[config.mk]
export PLATFORM = sky130hd
export DESIGN_NAME = base64_codec_unit
export DESIGN_NICKNAME = d
export VERILOG_FILES = /design/src/sv/b64c_pkg.sv /design/src/sv/b64c_front.sv /design/src/sv/b64c_fifo.sv /design/src/sv/b64c_back.sv /design/src/sv/base64_codec_unit.sv
export SDC_FILE = /design/constraint.sdc
export NUM_CORES = 1
export LEC_CHECK = 0
export ABC_AREA = 1
export BUFFER_PORTS_ARGS = -buffer_cell sky130_fd_sc_hd__buf_4
export CORE_ASPECT_RATIO = 1.4
export CORE_MARGIN = 5
export CORE_UTILIZATION = 30
export CTS_CLUSTER_SIZE = 10
export DETAILED_ROUTE_END_ITERATION = 8
export GPL_TIMING_DRIVEN = 0
export PLACE_DENSITY_LB_ADDON = 0.25
export SYNTH_ARGS = -nofsm -noshare
export SYNTH_HDL_FRONTEND = slang
export SYNTH_SLANG_ARGS = --single-unit
[constraint.sdc]
create_clock -name clk -period 8.75 [get_ports clk]
set_clock_uncertainty 0.15 [all_clocks]
set_input_delay 2.1875 -clock clk [delete_from_list [all_inputs] [get_ports clk]]
set_output_delay 2.1875 -clock clk [all_outputs]
set_load 0.01 [all_outputs]
[src/sv/b64c_pkg.sv]
// ----------------------------------------------------------------------------
// b64c_pkg: shared types, constants and alphabet functions
// Result and queue entry formats plus the base64 character mapping.
// ----------------------------------------------------------------------------
package b64c_pkg;

	localparam int unsigned APB_AW = 3;
	localparam int unsigned APB_DW = 32;

	localparam logic REG_DIRECTION = 1'b0;

	localparam logic DIR_ENCODE = 1'b0;
	localparam logic DIR_DECODE = 1'b1;

	localparam logic [7:0] CHAR_PAD   = 8'd61;
	localparam logic [7:0] CHAR_PLUS  = 8'd43;
	localparam logic [7:0] CHAR_SLASH = 8'd47;
	localparam logic [7:0] UPPER_OFS  = 8'd65;
	localparam logic [7:0] LOWER_OFS  = 8'd71;
	localparam logic [5:0] SIX_PLUS   = 6'd62;
	localparam logic [5:0] SIX_SLASH  = 6'd63;

	typedef struct packed {
		logic [7:0] data;
		logic       dvalid;
		logic       last;
		logic       bad;
	} res_t;

	typedef struct packed {
		logic [1:0]     cnt_m1;
		res_t [3:0]     res;
	} job_t;

	function automatic logic [7:0] six_to_char(input logic [5:0] v);
		logic [7:0] w;
		w = {2'b00, v};
		if (v < 6'd26)
			return w + UPPER_OFS;
		else if (v < 6'd52)
			return w + LOWER_OFS;
		else if (v < SIX_PLUS)
			return w - 8'd4;
		else if (v == SIX_PLUS)
			return CHAR_PLUS;
		else
			return CHAR_SLASH;
	endfunction

	// bit 6 set: not in the alphabet
	function automatic logic [6:0] char_to_six(input logic [7:0] c);
		if (c >= 8'd65 && c <= 8'd90)
			return 7'(c - UPPER_OFS);
		else if (c >= 8'd97 && c <= 8'd122)
			return 7'(c - LOWER_OFS);
		else if (c >= 8'd48 && c <= 8'd57)
			return 7'(c + 8'd4);
		else if (c == CHAR_PLUS)
			return {1'b0, SIX_PLUS};
		else if (c == CHAR_SLASH)
			return {1'b0, SIX_SLASH};
		else
			return 7'd64;
	endfunction

endpackage

[src/sv/b64c_front.sv]
// ----------------------------------------------------------------------------
// b64c_front: item intake and classification
// Holds the stream state and turns each item into a job of up to four results.
// ----------------------------------------------------------------------------
module b64c_front
	import b64c_pkg::*;
(
	input  logic       clk,
	input  logic       arst_n,
	input  logic       direction,
	input  logic       clear,
	input  logic       accept,
	input  logic [7:0] in_byte,
	input  logic       in_last,
	output logic       push,
	output job_t       push_job
);

	logic [5:0] buf_q;
	logic [2:0] cnt_q;
	logic [1:0] phase_q;
	logic       pad_q;

	logic [5:0] buf_d;
	logic [2:0] cnt_d;
	logic [1:0] phase_d;
	logic       pad_d;
	logic [2:0] n;
	res_t [3:0] res;

	logic [11:0] enc_nb;
	logic [5:0]  enc_c0;
	logic [5:0]  enc_left;
	logic        enc_two;
	logic        enc_has_left;
	logic [1:0]  enc_k;
	logic [1:0]  enc_phase;
	logic [1:0]  enc_pads;
	logic [2:0]  enc_n;

	logic [6:0]  dec_v;
	logic [11:0] dec_nb;
	logic [7:0]  dec_byte;
	logic        dec_has;

	always_comb begin
		enc_nb       = {buf_q[3:0], in_byte};
		enc_two      = 1'b0;
		enc_has_left = 1'b0;
		enc_left     = 6'd0;
		enc_c0       = enc_nb[7:2];
		buf_d        = {4'd0, enc_nb[1:0]};
		cnt_d        = 3'd2;
		case (cnt_q)
			3'd2: begin
				enc_c0   = enc_nb[9:4];
				buf_d    = {2'd0, enc_nb[3:0]};
				cnt_d    = 3'd4;
				enc_left = {enc_nb[3:0], 2'b00};
			end
			3'd4: begin
				enc_c0  = enc_nb[11:6];
				enc_two = 1'b1;
				buf_d   = 6'd0;
				cnt_d   = 3'd0;
			end
			default: begin
				enc_left = {enc_nb[1:0], 4'b0000};
			end
		endcase
		enc_has_left = in_last && !enc_two;
		enc_k        = enc_has_left || enc_two ? 2'd2 : 2'd1;
		enc_phase    = phase_q + enc_k;
		enc_pads     = in_last ? 2'(-enc_phase) : 2'd0;
		enc_n        = 3'(enc_k) + 3'(enc_pads);
		if (enc_n > 3'd4)
			enc_n = 3'd4;

		dec_v   = char_to_six(in_byte);
		dec_nb  = {buf_q, dec_v[5:0]};
		dec_has = 1'b1;
		dec_byte = 8'd0;

		pad_d   = pad_q;
		phase_d = phase_q;
		for (int i = 0; i < 4; i++) begin
			res[i] = '{data: CHAR_PAD, dvalid: 1'b1, last: 1'b0, bad: 1'b0};
		end

		if (direction == DIR_ENCODE) begin
			res[0].data = six_to_char(enc_c0);
			if (enc_two)
				res[1].data = six_to_char(enc_nb[5:0]);
			else if (enc_has_left)
				res[1].data = six_to_char(enc_left);
			n       = enc_n;
			phase_d = enc_phase;
		end else begin
			case (cnt_q)
				3'd2: begin
					dec_byte = dec_nb[7:0];
					buf_d    = 6'd0;
					cnt_d    = 3'd0;
				end
				3'd4: begin
					dec_byte = dec_nb[9:2];
					buf_d    = {4'd0, dec_nb[1:0]};
					cnt_d    = 3'd2;
				end
				3'd6: begin
					dec_byte = dec_nb[11:4];
					buf_d    = {2'd0, dec_nb[3:0]};
					cnt_d    = 3'd4;
				end
				default: begin
					dec_has = 1'b0;
					buf_d   = dec_nb[5:0];
					cnt_d   = 3'd6;
				end
			endcase
			res[0] = '{data: dec_byte, dvalid: 1'b1, last: 1'b0, bad: 1'b0};
			n      = {2'b00, dec_has};
			if (pad_q || in_byte == CHAR_PAD || dec_v[6]) begin
				buf_d = buf_q;
				cnt_d = cnt_q;
				n     = 3'd0;
			end
			if (!pad_q && in_byte == CHAR_PAD)
				pad_d = 1'b1;
			if (!pad_q && in_byte != CHAR_PAD && dec_v[6]) begin
				res[0] = '{data: 8'd0, dvalid: 1'b0, last: 1'b0, bad: 1'b1};
				n      = 3'd1;
			end
			if (in_last && n == 3'd0) begin
				res[0] = '{data: 8'd0, dvalid: 1'b0, last: 1'b0, bad: 1'b0};
				n      = 3'd1;
			end
		end

		for (int i = 0; i < 4; i++) begin
			res[i].last = in_last && (3'(i) == n - 3'd1);
		end

		push_job.res    = res;
		push_job.cnt_m1 = 2'(n - 3'd1);
		push            = accept && (n != 3'd0);
	end

	always_ff @(posedge clk or negedge arst_n) begin
		if (!arst_n) begin
			buf_q   <= 6'd0;
			cnt_q   <= 3'd0;
			phase_q <= 2'd0;
			pad_q   <= 1'b0;
		end else if (clear || (accept && in_last)) begin
			buf_q   <= 6'd0;
			cnt_q   <= 3'd0;
			phase_q <= 2'd0;
			pad_q   <= 1'b0;
		end else if (accept) begin
			buf_q   <= buf_d;
			cnt_q   <= cnt_d;
			phase_q <= phase_d;
			pad_q   <= pad_d;
		end
	end

endmodule

[src/sv/b64c_fifo.sv]
// ----------------------------------------------------------------------------
// b64c_fifo: two-entry job queue
// Decouples the intake side from the result side.
// ----------------------------------------------------------------------------
module b64c_fifo
	import b64c_pkg::*;
(
	input  logic clk,
	input  logic arst_n,
	input  logic push,
	input  job_t push_job,
	output logic full,
	input  logic pop,
	output job_t head_job,
	output logic empty
);

	job_t       mem_q [2];
	logic       wr_ptr_q;
	logic       rd_ptr_q;
	logic [1:0] count_q;

	assign full     = (count_q == 2'd2);
	assign empty    = (count_q == 2'd0);
	assign head_job = mem_q[rd_ptr_q];

	always_ff @(posedge clk) begin
		if (push)
			mem_q[wr_ptr_q] <= push_job;
	end

	always_ff @(posedge clk or negedge arst_n) begin
		if (!arst_n) begin
			wr_ptr_q <= 1'b0;
			rd_ptr_q <= 1'b0;
			count_q  <= 2'd0;
		end else begin
			if (push)
				wr_ptr_q <= !wr_ptr_q;
			if (pop)
				rd_ptr_q <= !rd_ptr_q;
			if (push && !pop)
				count_q <= count_q + 2'd1;
			else if (pop && !push)
				count_q <= count_q - 2'd1;
		end
	end

endmodule

[src/sv/b64c_back.sv]
// ----------------------------------------------------------------------------
// b64c_back: result sequencer
// Walks the head job one result per cycle into the output register while res_ready allows.
// ----------------------------------------------------------------------------
module b64c_back
	import b64c_pkg::*;
(
	input  logic clk,
	input  logic arst_n,
	input  job_t head_job,
	input  logic empty,
	output logic pop,
	output logic res_valid,
	input  logic res_ready,
	output res_t res_out
);

	logic [1:0] idx_q;
	logic       vld_q;
	res_t       out_q;
	logic       load;

	assign load      = !vld_q || res_ready;
	assign pop       = load && !empty && (idx_q == head_job.cnt_m1);
	assign res_valid = vld_q;
	assign res_out   = out_q;

	always_ff @(posedge clk) begin
		if (load && !empty)
			out_q <= head_job.res[idx_q];
	end

	always_ff @(posedge clk or negedge arst_n) begin
		if (!arst_n) begin
			idx_q <= 2'd0;
			vld_q <= 1'b0;
		end else if (load) begin
			vld_q <= !empty;
			if (pop)
				idx_q <= 2'd0;
			else if (!empty)
				idx_q <= idx_q + 2'd1;
		end
	end

endmodule

[src/sv/base64_codec_unit.sv]
// ----------------------------------------------------------------------------
// base64_codec_unit: streaming base64 encoder/decoder
// Standard-alphabet codec with an APB direction register.
// ----------------------------------------------------------------------------
// One item is taken per cycle while the two-entry job queue has room; the
// output register hands out one result per cycle while res_ready is high,
// so the sustained rate is set by the result count: one or two characters
// per byte when encoding (two to four on the last byte), at most one result
// per character when decoding; a character that completes no byte yields
// none unless flagged bad or last. Results pass the job queue and then the
// output register. Writing the direction register clears the stream state.
module base64_codec_unit
	import b64c_pkg::*;
(
	input  logic                clk,
	input  logic                arst_n,
	input  logic                psel,
	input  logic                penable,
	input  logic                pwrite,
	input  logic [APB_AW-1:0]   paddr,
	input  logic [APB_DW-1:0]   pwdata,
	output logic [APB_DW-1:0]   prdata,
	output logic                pready,
	input  logic                in_valid,
	output logic                in_ready,
	input  logic [7:0]          in_byte,
	input  logic                in_last,
	output logic                res_valid,
	input  logic                res_ready,
	output logic [7:0]          out_byte,
	output logic                out_valid,
	output logic                out_last,
	output logic                bad_char
);

	logic direction_q;
	logic cfg_wr;
	logic accept;
	logic push;
	job_t push_job;
	logic full;
	logic pop;
	job_t head_job;
	logic empty;
	res_t res_out;

	assign pready = 1'b1;
	assign cfg_wr = psel && penable && pwrite && pready && (paddr[2] == REG_DIRECTION);
	assign prdata = (paddr[2] == REG_DIRECTION) ? {{(APB_DW-1){1'b0}}, direction_q} : '0;

	always_ff @(posedge clk or negedge arst_n) begin
		if (!arst_n)
			direction_q <= DIR_ENCODE;
		else if (cfg_wr)
			direction_q <= pwdata[0];
	end

	assign in_ready = !full;
	assign accept   = in_valid && in_ready;

	b64c_front u_front (
		.clk      (clk),
		.arst_n   (arst_n),
		.direction(direction_q),
		.clear    (cfg_wr),
		.accept   (accept),
		.in_byte  (in_byte),
		.in_last  (in_last),
		.push     (push),
		.push_job (push_job)
	);

	b64c_fifo u_fifo (
		.clk      (clk),
		.arst_n   (arst_n),
		.push     (push),
		.push_job (push_job),
		.full     (full),
		.pop      (pop),
		.head_job (head_job),
		.empty    (empty)
	);

	b64c_back u_back (
		.clk      (clk),
		.arst_n   (arst_n),
		.head_job (head_job),
		.empty    (empty),
		.pop      (pop),
		.res_valid(res_valid),
		.res_ready(res_ready),
		.res_out  (res_out)
	);

	assign out_byte  = res_out.data;
	assign out_valid = res_out.dvalid;
	assign out_last  = res_out.last;
	assign bad_char  = res_out.bad;

	a_marker_is_last: assert property (@(posedge clk) disable iff (!arst_n)
		res_valid && !out_valid && !bad_char |-> out_last)
		else $error("empty end marker without last flag");

	a_bad_is_empty: assert property (@(posedge clk) disable iff (!arst_n)
		res_valid && bad_char |-> !out_valid && out_byte == 8'd0)
		else $error("flagged character carries data");

	a_no_pop_empty: assert property (@(posedge clk) disable iff (!arst_n)
		pop |-> !empty && !(res_valid && !res_ready))
		else $error("job retired while queue empty or output stalled");

endmodule

Word level (Yosys, flattened, before mapping)
Memory sizes are Yosys's and may differ from the RTL's.
Index checks and enable logic that the tools add are counted.
Storage, ports and cells
  bits in registers: 31
  memory bits (writable): 48
  input bits: 51
  output and inout bits: 46
  memories: 1
Cells by class
  $add $sub $neg: 19
  magnitude comparators: 17
  equality and inequality tests: 18
  mux-type cells: 65
  bitwise gates (word level): 1
  reductions and logical operators: 49
Memory list
  u_fifo.mem_q: depth 2, bits a word 24, read ports 1, clocked after Yosys merged registers in 0, write ports 1, line b64c_fifo.sv:18  | job_t mem_q [2];
Operators by type and width (count)
  8-bit two-way mux: 13
  6-bit by 7-bit adder with 8-bit output, second input constant: 6
  6-bit less-than comparator, second input constant: 6
  3-bit two-way mux: 12
  7-bit two-way mux: 5
  11-bit two-way mux: 3
  8-bit by 6-bit equality test with 1-bit output, second input constant: 3
  6-bit two-way mux: 4
  6-bit case mux with 2 select lines: 2
  8-bit case mux with 3 select lines: 1
  11-bit binary-select mux with 2-bit select: 1
  1-bit logical AND: 22
  6-bit by 3-bit subtractor with 7-bit output, second input constant: 3
  6-bit equality test, second input constant: 3
  6-bit by 5-bit less-than comparator with 1-bit output, second input constant: 3
  2-bit two-way mux: 9
  6-bit case mux with 3 select lines: 1
  8-bit by 7-bit >= comparator with 1-bit output, second input constant: 2
  8-bit by 7-bit <= comparator with 1-bit output, second input constant: 2
  7-bit subtractor, second input constant: 2
  1-bit two-way mux: 11
  1-bit zero test: 9
  3-bit case mux with 3 select lines: 1
  8-bit by 6-bit >= comparator with 1-bit output, second input constant: 1
  other kinds (30): 44

Logic depth before layout (Yosys ltp)
Gate-level depths: netlist of run 1.
  word-level depth: 20
  depth in mapped cells: 25

Cells and area by module
From an unflattened synthesis of run 1, not the netlist that was laid out.
Second synthesis, totals
  cell total of the unflattened synthesis: 843
  area total of the unflattened synthesis: 7872.6 um2
By module, submodules not included
  b64c_fifo: instances 1, cells an instance 168, area an instance 3649.8 um2, seq. area each 2862.7 um2
  b64c_front: instances 1, cells an instance 530, area an instance 3066.7 um2, seq. area each 275.3 um2
  b64c_back: instances 1, cells an instance 96, area an instance 827.0 um2, seq. area each 405.4 um2
  base64_codec_unit: instances 1, cells an instance 49, area an instance 329.1 um2, seq. area each 25.0 um2

Least setup slack after synthesis of run 1
Ideal clock, no wire load.
  path kind: input port to flip-flop
  from: input in_last
  to: memory u_fifo.mem_q[1][0] (netlist bit) (enable)
  library setup time: 405 ps
  arrival: 5476 ps
  data required time: 8195 ps
  path slack: 2719 ps
  cell stages on the path: 19
  cell sequence: nor2_1 -> ha_1 -> xor2_1 -> nor2_1 -> nand3b_1 -> o21ai_0 -> inv_1 -> ha_1 -> inv_1 -> nand2_1 -> o21ai_0 -> inv_1 -> nand2_1 -> inv_1 -> ha_1 -> ha_1 -> nor2_1 -> inv_1 -> nor2_1
Between the ends
  word-level cells in the longest chain between the ends: 14
  elaborated cells between the ends (all ways): 16
  those cells by class: add/sub: 3; order compare: 1; mux: 7; reduce/logical: 5
Ends and longest elaborated chain
  start, declared: line base64_codec_unit.sv:27  | input logic in_last,
  1-bit logical AND: line b64c_front.sv:71  | enc_has_left = in_last && !enc_two;
  1-bit logical OR: line b64c_front.sv:72  | enc_k = enc_has_left || enc_two ? 2'd2 : 2'd1;
  2-bit two-way mux: line b64c_front.sv:72
  2-bit adder: line b64c_front.sv:73  | enc_phase = phase_q + enc_k;
  2-bit negator: line b64c_front.sv:74  | enc_pads = in_last ? 2'(-enc_phase) : 2'd0;
  2-bit two-way mux: line b64c_front.sv:74
  2-bit by 2-bit adder with 3-bit output: line b64c_front.sv:75  | enc_n = 3'(enc_k) + 3'(enc_pads);
  3-bit > comparator: line b64c_front.sv:76  | if (enc_n > 3'd4)
  3-bit two-way mux: line b64c_front.sv:76
  3-bit two-way mux (*): line b64c_front.sv:90  | if (direction == DIR_ENCODE) begin
  3-bit nonzero test (*): line b64c_front.sv:146  | push = accept && (n != 3'd0);
  1-bit logical AND (*): line b64c_front.sv:146
  1-bit two-way mux (*): line b64c_fifo.sv:28  | if (push)
  1-bit two-way mux (implied by the code) (*): line b64c_fifo.sv:29  | mem_q[wr_ptr_q] <= push_job;
  end, declared: line b64c_fifo.sv:18
Every way passes the cells marked *; elsewhere a longest branch is shown, timed or not.

Worst setup path in the final report of run 1
  from: input in_last
  to: memory u_fifo.mem_q[1][5] (netlist bit) (enable)
Same word-level chain as after synthesis.

==> metrics, run 1 <==
status finished, final reports clean; Final Util ~35%; pwr/cell area 325 mW/mm^2; sum of negative setup slack 0 ns; number of global-route vias before repair around 4.8k; final hold vios 0; Via density approximately 4.6; CTS sink count 78; Post-Layout Cell Count 1,079; CP Capture Type flip-flop; critical path class input pin to flip-flop; pre-CTS setup slack 2.43 ns; Buf/Inv on CP 7; CTS tree done; area delta synth->final 17.2%; crit path from in_last; Compound-Gate Fraction of Synth Area 10.4%; post-route ant nets 0; Rows 60; Post-CTS Resized 0; cell mode on critical path inv_1; DR DRC count 0; H-tree levels 3; CTS root buffer clkbuf_16; Simple-Gate Fraction of Synth Area 27.6%; hold_sp u_fifo.count_q[0]; Final setup viols 0; Post-Synth XOR/XNOR Area 2.89%; n_diodes 0; Max clock buf depth 2; Post-CTS Setup Inserts 0; share of flip-flops with an asynchronous set or reset 24.4%; # port buffers 28; GPL Wtd Cong 0.928; commonest cells after routing, fill and taps aside nand2_1 (192), inv_1 (77), nand3_1 (77), nor2_1 (69), buf_4 (63); clock buffer count from CTS 9; GRT Total Usage a little over an eighth; cts hold-fix bufs 0; Lkg Pwr 3.13 nW; YS warnings 0; Starting DRT DRC Count a little under 300; Worst Hold Class flip-flop to flip-flop; initial antenna violation count 0; CP peak stage delay 0.61 ns; Tmin final 5.91 ns; synthesized area 0.00576 sq mm; arrival time at the worst endpoint 5.79 ns; dominant cell type by area after synthesis edfxtp_1; pin count of the biggest net entering global routing 20; Initial Util around 30%; total core area around 0.019 sq mm; VDD IR max 0.101 mV; fmax roughly 170 MHz; Area contributors post-synth edfxtp_1 (31%), nand2_1 (13%), dfrtp_1 (8.3%); Most used DFF post-synth edfxtp_1; Worst Setup Slack, final about 2.8 ns; flops & latches, synth 78; grt total ovfl 0; number of synthesized flops with an enable pin 59; top cell type's share of synthesized area ~31%; hold_ws between 0.3 and 0.4 ns; CP Launch Type input pin; largest family of logic cells by synthesized area simple AND/OR/NAND/NOR gates; Max Cap Viol 0; Fill cells 2,087; cell breakdown of the critical path buf_4 -> nor2_1 -> ha_1 -> xor2_1 -> nor2_1 -> nand3b_1 -> o21ai_0 -> inv_1 -> ha_1 -> inv_1 -> nand2_1 -> o21ai_0 -> inv_1 -> nand2_1 -> inv_1 -> ha_1 -> ha_1 -> nor2_1 -> inv_1 -> nor2_2 -> buf_8; placed insts ~1.1k; die width 127 um; Final Cell Area 0.00675 sq mm; most common cell after layout, fill and taps aside nand2_1; WL final 15,100 um; WP data required 8.64 ns; die area 0.0221 sq mm; die height 174 um; DRT Pass-1 Iters 5; Post-Synth Adder-Cell Area just over 7%; first-pass GRT wire length 24,300 um; DR vias ~5k; wire per inst 14.0 um; I/O pin count between 90 and 100; Mapped Cells 755; Distinct cells, synth about 40; r2r startpoint u_front.cnt_q[1]; Slowest-stage cell, CP nor2_2; final-report max-slew violation count 0; relative max-transition margin 15.5%; kind of cell with the highest combined delay on the critical path simple AND/OR/NAND/NOR gates; Nets 910; worst slew pin tran approximately 1.3 ns; Worst-Skew Late Latency 0.33 ns; mux cell area share after synthesis 0.347%; total power 2.19 mW; worst-path fanout max 13; DP Wirelength about 12,000 um; syn_area_per_cell 7.63 sq um; Placed Area around 0.0064 sq mm; Clock transition at path regs 0.06 ns; sequential-to-total area share from yosys stat 39.0%; layout cell share with drive strength beyond 1 14.4%; Tcrit/Tclk final 67.5%; RSZ-0062 raised after global routing false
state kept, by name (all words and copies together), names as in the netlist:
name and count:
u_fifo.rd_ptr_q 1, u_fifo.count_q 2, u_back.res_out 11, u_front.cnt_q 2, direction_q 1, u_fifo.wr_ptr_q 1, u_front.pad_q 1, u_back.res_valid 1
u_front.phase_q 2, u_back.idx_q 2, u_front.buf_q 6, u_fifo.mem_q 48
synth_stat cells, types with 2 or more instances:
master    instances
conb_1            2
buf_4            35
o21ai_1           6
edfxtp_1         59
inv_1            77
o22ai_1           5
nor2_1           71
o311ai_0          2
o31ai_1           2
nand2_1         192
xor2_1           13
mux2i_1           2
inv_2             7
nand3b_1          5
o211ai_1          5
o21ai_2           4
nand4_1           9
buf_2             6
ha_1             33
a31oi_1           2
buf_6             5
a21oi_1          27
nand2_2           9
xnor2_1           6
dfrtp_1          19
nand3_1          77
o21ai_0          50
clkbuf_1          9
buf_1             2
nor3_1            3
layer usage:
metal / share of wire (%) / track usage, %
met2: 51 / 25.0
met1: 40 / 15.0
met5: 0 / 0
met4: 4.7 / 7.42
met3: 4.5 / 1.78
power by group:
part           switching [mW]  internal [mW]  leakage, nW
Combinational           0.774          0.392         2.21
Sequential             0.0467          0.581        0.777
Clock                   0.147          0.251        0.152
final timing paths:
path | slack [ns] | cells after the start | end
min in group asynchronous | 1.58 | 1 | u_front.phase_q[0]
setup / recovery | 2.84 | 21 | u_fifo.mem_q[1][5]
setup reg to reg | 3.51 | 24 | u_fifo.mem_q[1][5]
hold reg to reg | 0.32 | 1 | u_fifo.count_q[0]
max in group asynchronous | 6.65 | 1 | u_fifo.rd_ptr_q
hold / removal | 0.32 | 1 | u_fifo.count_q[0]
logic make-up (layout without fill, tap and decap cells):
group / count (synthesis) / in the layout
buffers and inverters: 142 / 188
adder cells (fa/ha/maj): 33 / 33
AND/OR/NAND/NOR: 372 / 372
AO/OA/AOI/OAI: 107 / 107
other: 2 / 32
XOR/XNOR: 19 / 19
multiplexers: 2 / 2
flip-flops: 78 / 78
cell type report:
class,instances,area (sq um),share of cell area (%)
inverters,84,315,4.67
multi-input cells,565,2910,43.1
well taps,248,310,4.59
clock buffers,9,225,3.33
repair buffers,30,240,3.56
plain buffers,58,404,5.98
flip-flops and latches,78,2250,33.3
clock inverters,7,97.6,1.44
Note: power is estimated with default switching activity, not from simulation.
==> run 2, diff against run 1 <==
==> constraint.sdc (replaced) <==
create_clock -name clk -period 5.7 [get_ports clk]
set_clock_uncertainty 0.15 [all_clocks]
set_input_delay 1.425 -clock clk [delete_from_list [all_inputs] [get_ports clk]]
set_output_delay 1.425 -clock clk [all_outputs]
set_load 0.01 [all_outputs]
==> run 2 against run 1 <==
Against the previous run: utilization about the same; worst hold slack about the same; die area unchanged; combinational power increased by 54%; final cell count unchanged; highest routed layer unchanged.
==> metrics, run 2 (same netlist as run 1, synthesis figures left out) <==
Via density 4.63 (+0.10%); hold_ws 0.318 ns (-0.00000100 ns); Tcrit/Tclk final between 80% and 90%; # port buffers 28 (unchanged); Lkg Pwr 3.13 nW (about the same); arrival time at the worst endpoint 4.90 ns (-0.89 ns); DR vias 4,997 (+0.10%); CP Launch Type flip-flop; total core area 0.0191 sq mm (unchanged); post-route ant nets 0 (unchanged); pwr/cell area 499 mW/mm^2 (+54%); clock buffer count from CTS 9 (unchanged); total power 3.37 mW (+54%); I/O pin count 97 (unchanged); H-tree levels 3 (unchanged); Placed Area 0.00643 sq mm (unchanged); status finished, final reports clean; Worst-Skew Late Latency 0.34 ns (about the same); Final Util 35.4% (about the same); kind of cell with the highest combined delay on the critical path buffers and inverters; sum of negative setup slack 0 ns (unchanged); relative max-transition margin 15.5% (unchanged); most common cell after layout, fill and taps aside nand2_1; CTS root buffer clkbuf_16; Final setup viols 0 (unchanged); GRT Total Usage 13.7% (unchanged); Clock transition at path regs 0.06 ns (about the same); commonest cells after routing, fill and taps aside nand2_1 (192), inv_1 (77), nand3_1 (77), nor2_1 (69), buf_4 (63); WL final 15,200 um (+0.13%); VDD IR max 0.156 mV (+55%); cell breakdown of the critical path inv_1 -> ha_1 -> buf_2 -> clkbuf_1 -> nor2_1 -> ha_1 -> xor2_1 -> nor2_1 -> nand3b_1 -> o21ai_0 -> inv_1 -> ha_1 -> inv_1 -> nand2_1 -> o21ai_0 -> inv_1 -> nand2_1 -> inv_1 -> ha_1 -> ha_1 -> nor2_1 -> inv_1 -> nor2_2 -> buf_8; Nets 910 (unchanged); final-report max-slew violation count 0 (unchanged); worst slew pin tran 1.27 ns (unchanged); WP data required 5.58 ns (-3.06 ns); CP Capture Type flip-flop; Tmin final around 5 ns; DR DRC count 0 (unchanged); wire per inst 14.1 um (+0.13%); grt total ovfl 0 (unchanged); Buf/Inv on CP 9 (+2); max reg flops 48 (unchanged); Final Cell Area 0.00676 sq mm (about the same); worst-path fanout max 18 (+5); Max Cap Viol 0 (unchanged); initial antenna violation count 0 (unchanged); RSZ-0062 raised after global routing false; pre-CTS setup slack 0.144 ns (-2.29 ns); Worst Hold Class flip-flop to flip-flop; Initial Util 30.2% (unchanged); cts hold-fix bufs 0 (unchanged); placed insts 1,063 (unchanged); Starting DRT DRC Count 298 (+0.34%); Max clock buf depth 2 (unchanged); CP peak stage delay 0.45 ns (-0.16 ns); die width 127 um (unchanged); DP Wirelength 12,200 um (unchanged); Top reg by flops u_fifo.mem_q; final hold vios 0 (unchanged); critical path class flip-flop to flip-flop; number of global-route vias before repair 4,752 (unchanged); cell mode on critical path inv_1; layout cell share with drive strength beyond 1 14.4% (unchanged); pin count of the biggest net entering global routing 20 (unchanged); CTS sink count 78 (unchanged); GPL Wtd Cong 0.928 (unchanged); Worst Setup Slack, final 0.683 ns (-2.16 ns); Rows 60 (unchanged); fmax 199 MHz; Post-Layout Cell Count 1,079 (unchanged); first-pass GRT wire length 24,300 um (unchanged); DRT Pass-1 Iters 5 (unchanged); Slowest-stage cell, CP clkbuf_1; area delta synth->final 17.3% (about the same); CTS tree done; die height 174 um (unchanged); die area 0.0221 sq mm (unchanged); n_diodes 0 (unchanged)
-- run 2: changes by cell type in the layout (fill, tap and decap cells not counted) --
cell    before  now
nor2_2       3    2
nor2_4       1    2
-- run 2: cell type report --
type / instances / area [sq um]
buffer: 58 / 404
clock buffer: 9 / 225
clock inverter: 7 / 97.6
fill: 2086 / 12300
inverter: 84 / 315
multi-input combinational: 565 / 2920
sequential: 78 / 2250
tap: 248 / 310
timing repair buffer: 30 / 240
-- run 2: path summary, 6_finish.rpt --
check                                  start                 end  slack (ns)  cells after the start
min reg2reg                u_fifo.count_q[0]   u_fifo.count_q[0]        0.32                      1
max in group asynchronous             arst_n    u_front.buf_q[3]        4.36                      1
max reg2reg                 u_front.cnt_q[1]  u_fifo.mem_q[0][5]        0.68                     24
min                        u_fifo.count_q[0]   u_fifo.count_q[0]        0.32                      1
max                         u_front.cnt_q[1]  u_fifo.mem_q[0][5]        0.68                     24
min in group asynchronous             arst_n  u_front.phase_q[0]        0.81                      1
-- run 2: report_power, final --
part | leakage [nW] | total (mW) | switching (mW) | internal (mW)
registers | 0.777 | 0.964 | 0.0718 | 0.892
logic | 2.21 | 1.80 | 1.19 | 0.603
clock network | 0.152 | 0.611 | 0.227 | 0.385
-- run 2: worst reg2reg max path: stages, from the launching register on --
cell	delay, ns
dfrtp_1	0.40
inv_1	0.14
ha_1	0.16
buf_2	0.21
clkbuf_1	0.45
nor2_1	0.17
ha_1	0.23
xor2_1	0.24
nor2_1	0.06
nand3b_1	0.19
o21ai_0	0.09
inv_1	0.06
ha_1	0.19
inv_1	0.06
nand2_1	0.07
o21ai_0	0.17
inv_1	0.06
nand2_1	0.10
inv_1	0.11
ha_1	0.21
ha_1	0.19
nor2_1	0.24
inv_1	0.14
nor2_2	0.36
buf_8	0.25
-- run 2: routing by layer --
layer	part of all wire (%)	vias to the layer above	track usage (%)
li1	-	2559	-
met1	41	2276	15.0
met2	51	127	25.0
met3	4.1	35	1.78
met4	4.7	0	7.42
met5	0	-	0
-- run 2: repair_timing --
action | 4_1_cts | 5_1_grt
resized for setup | 0 | 1
setup buffers | 0 | 0
setup endpoints to repair | 0 | 12
endpoints found under the hold margin | 0 | 0
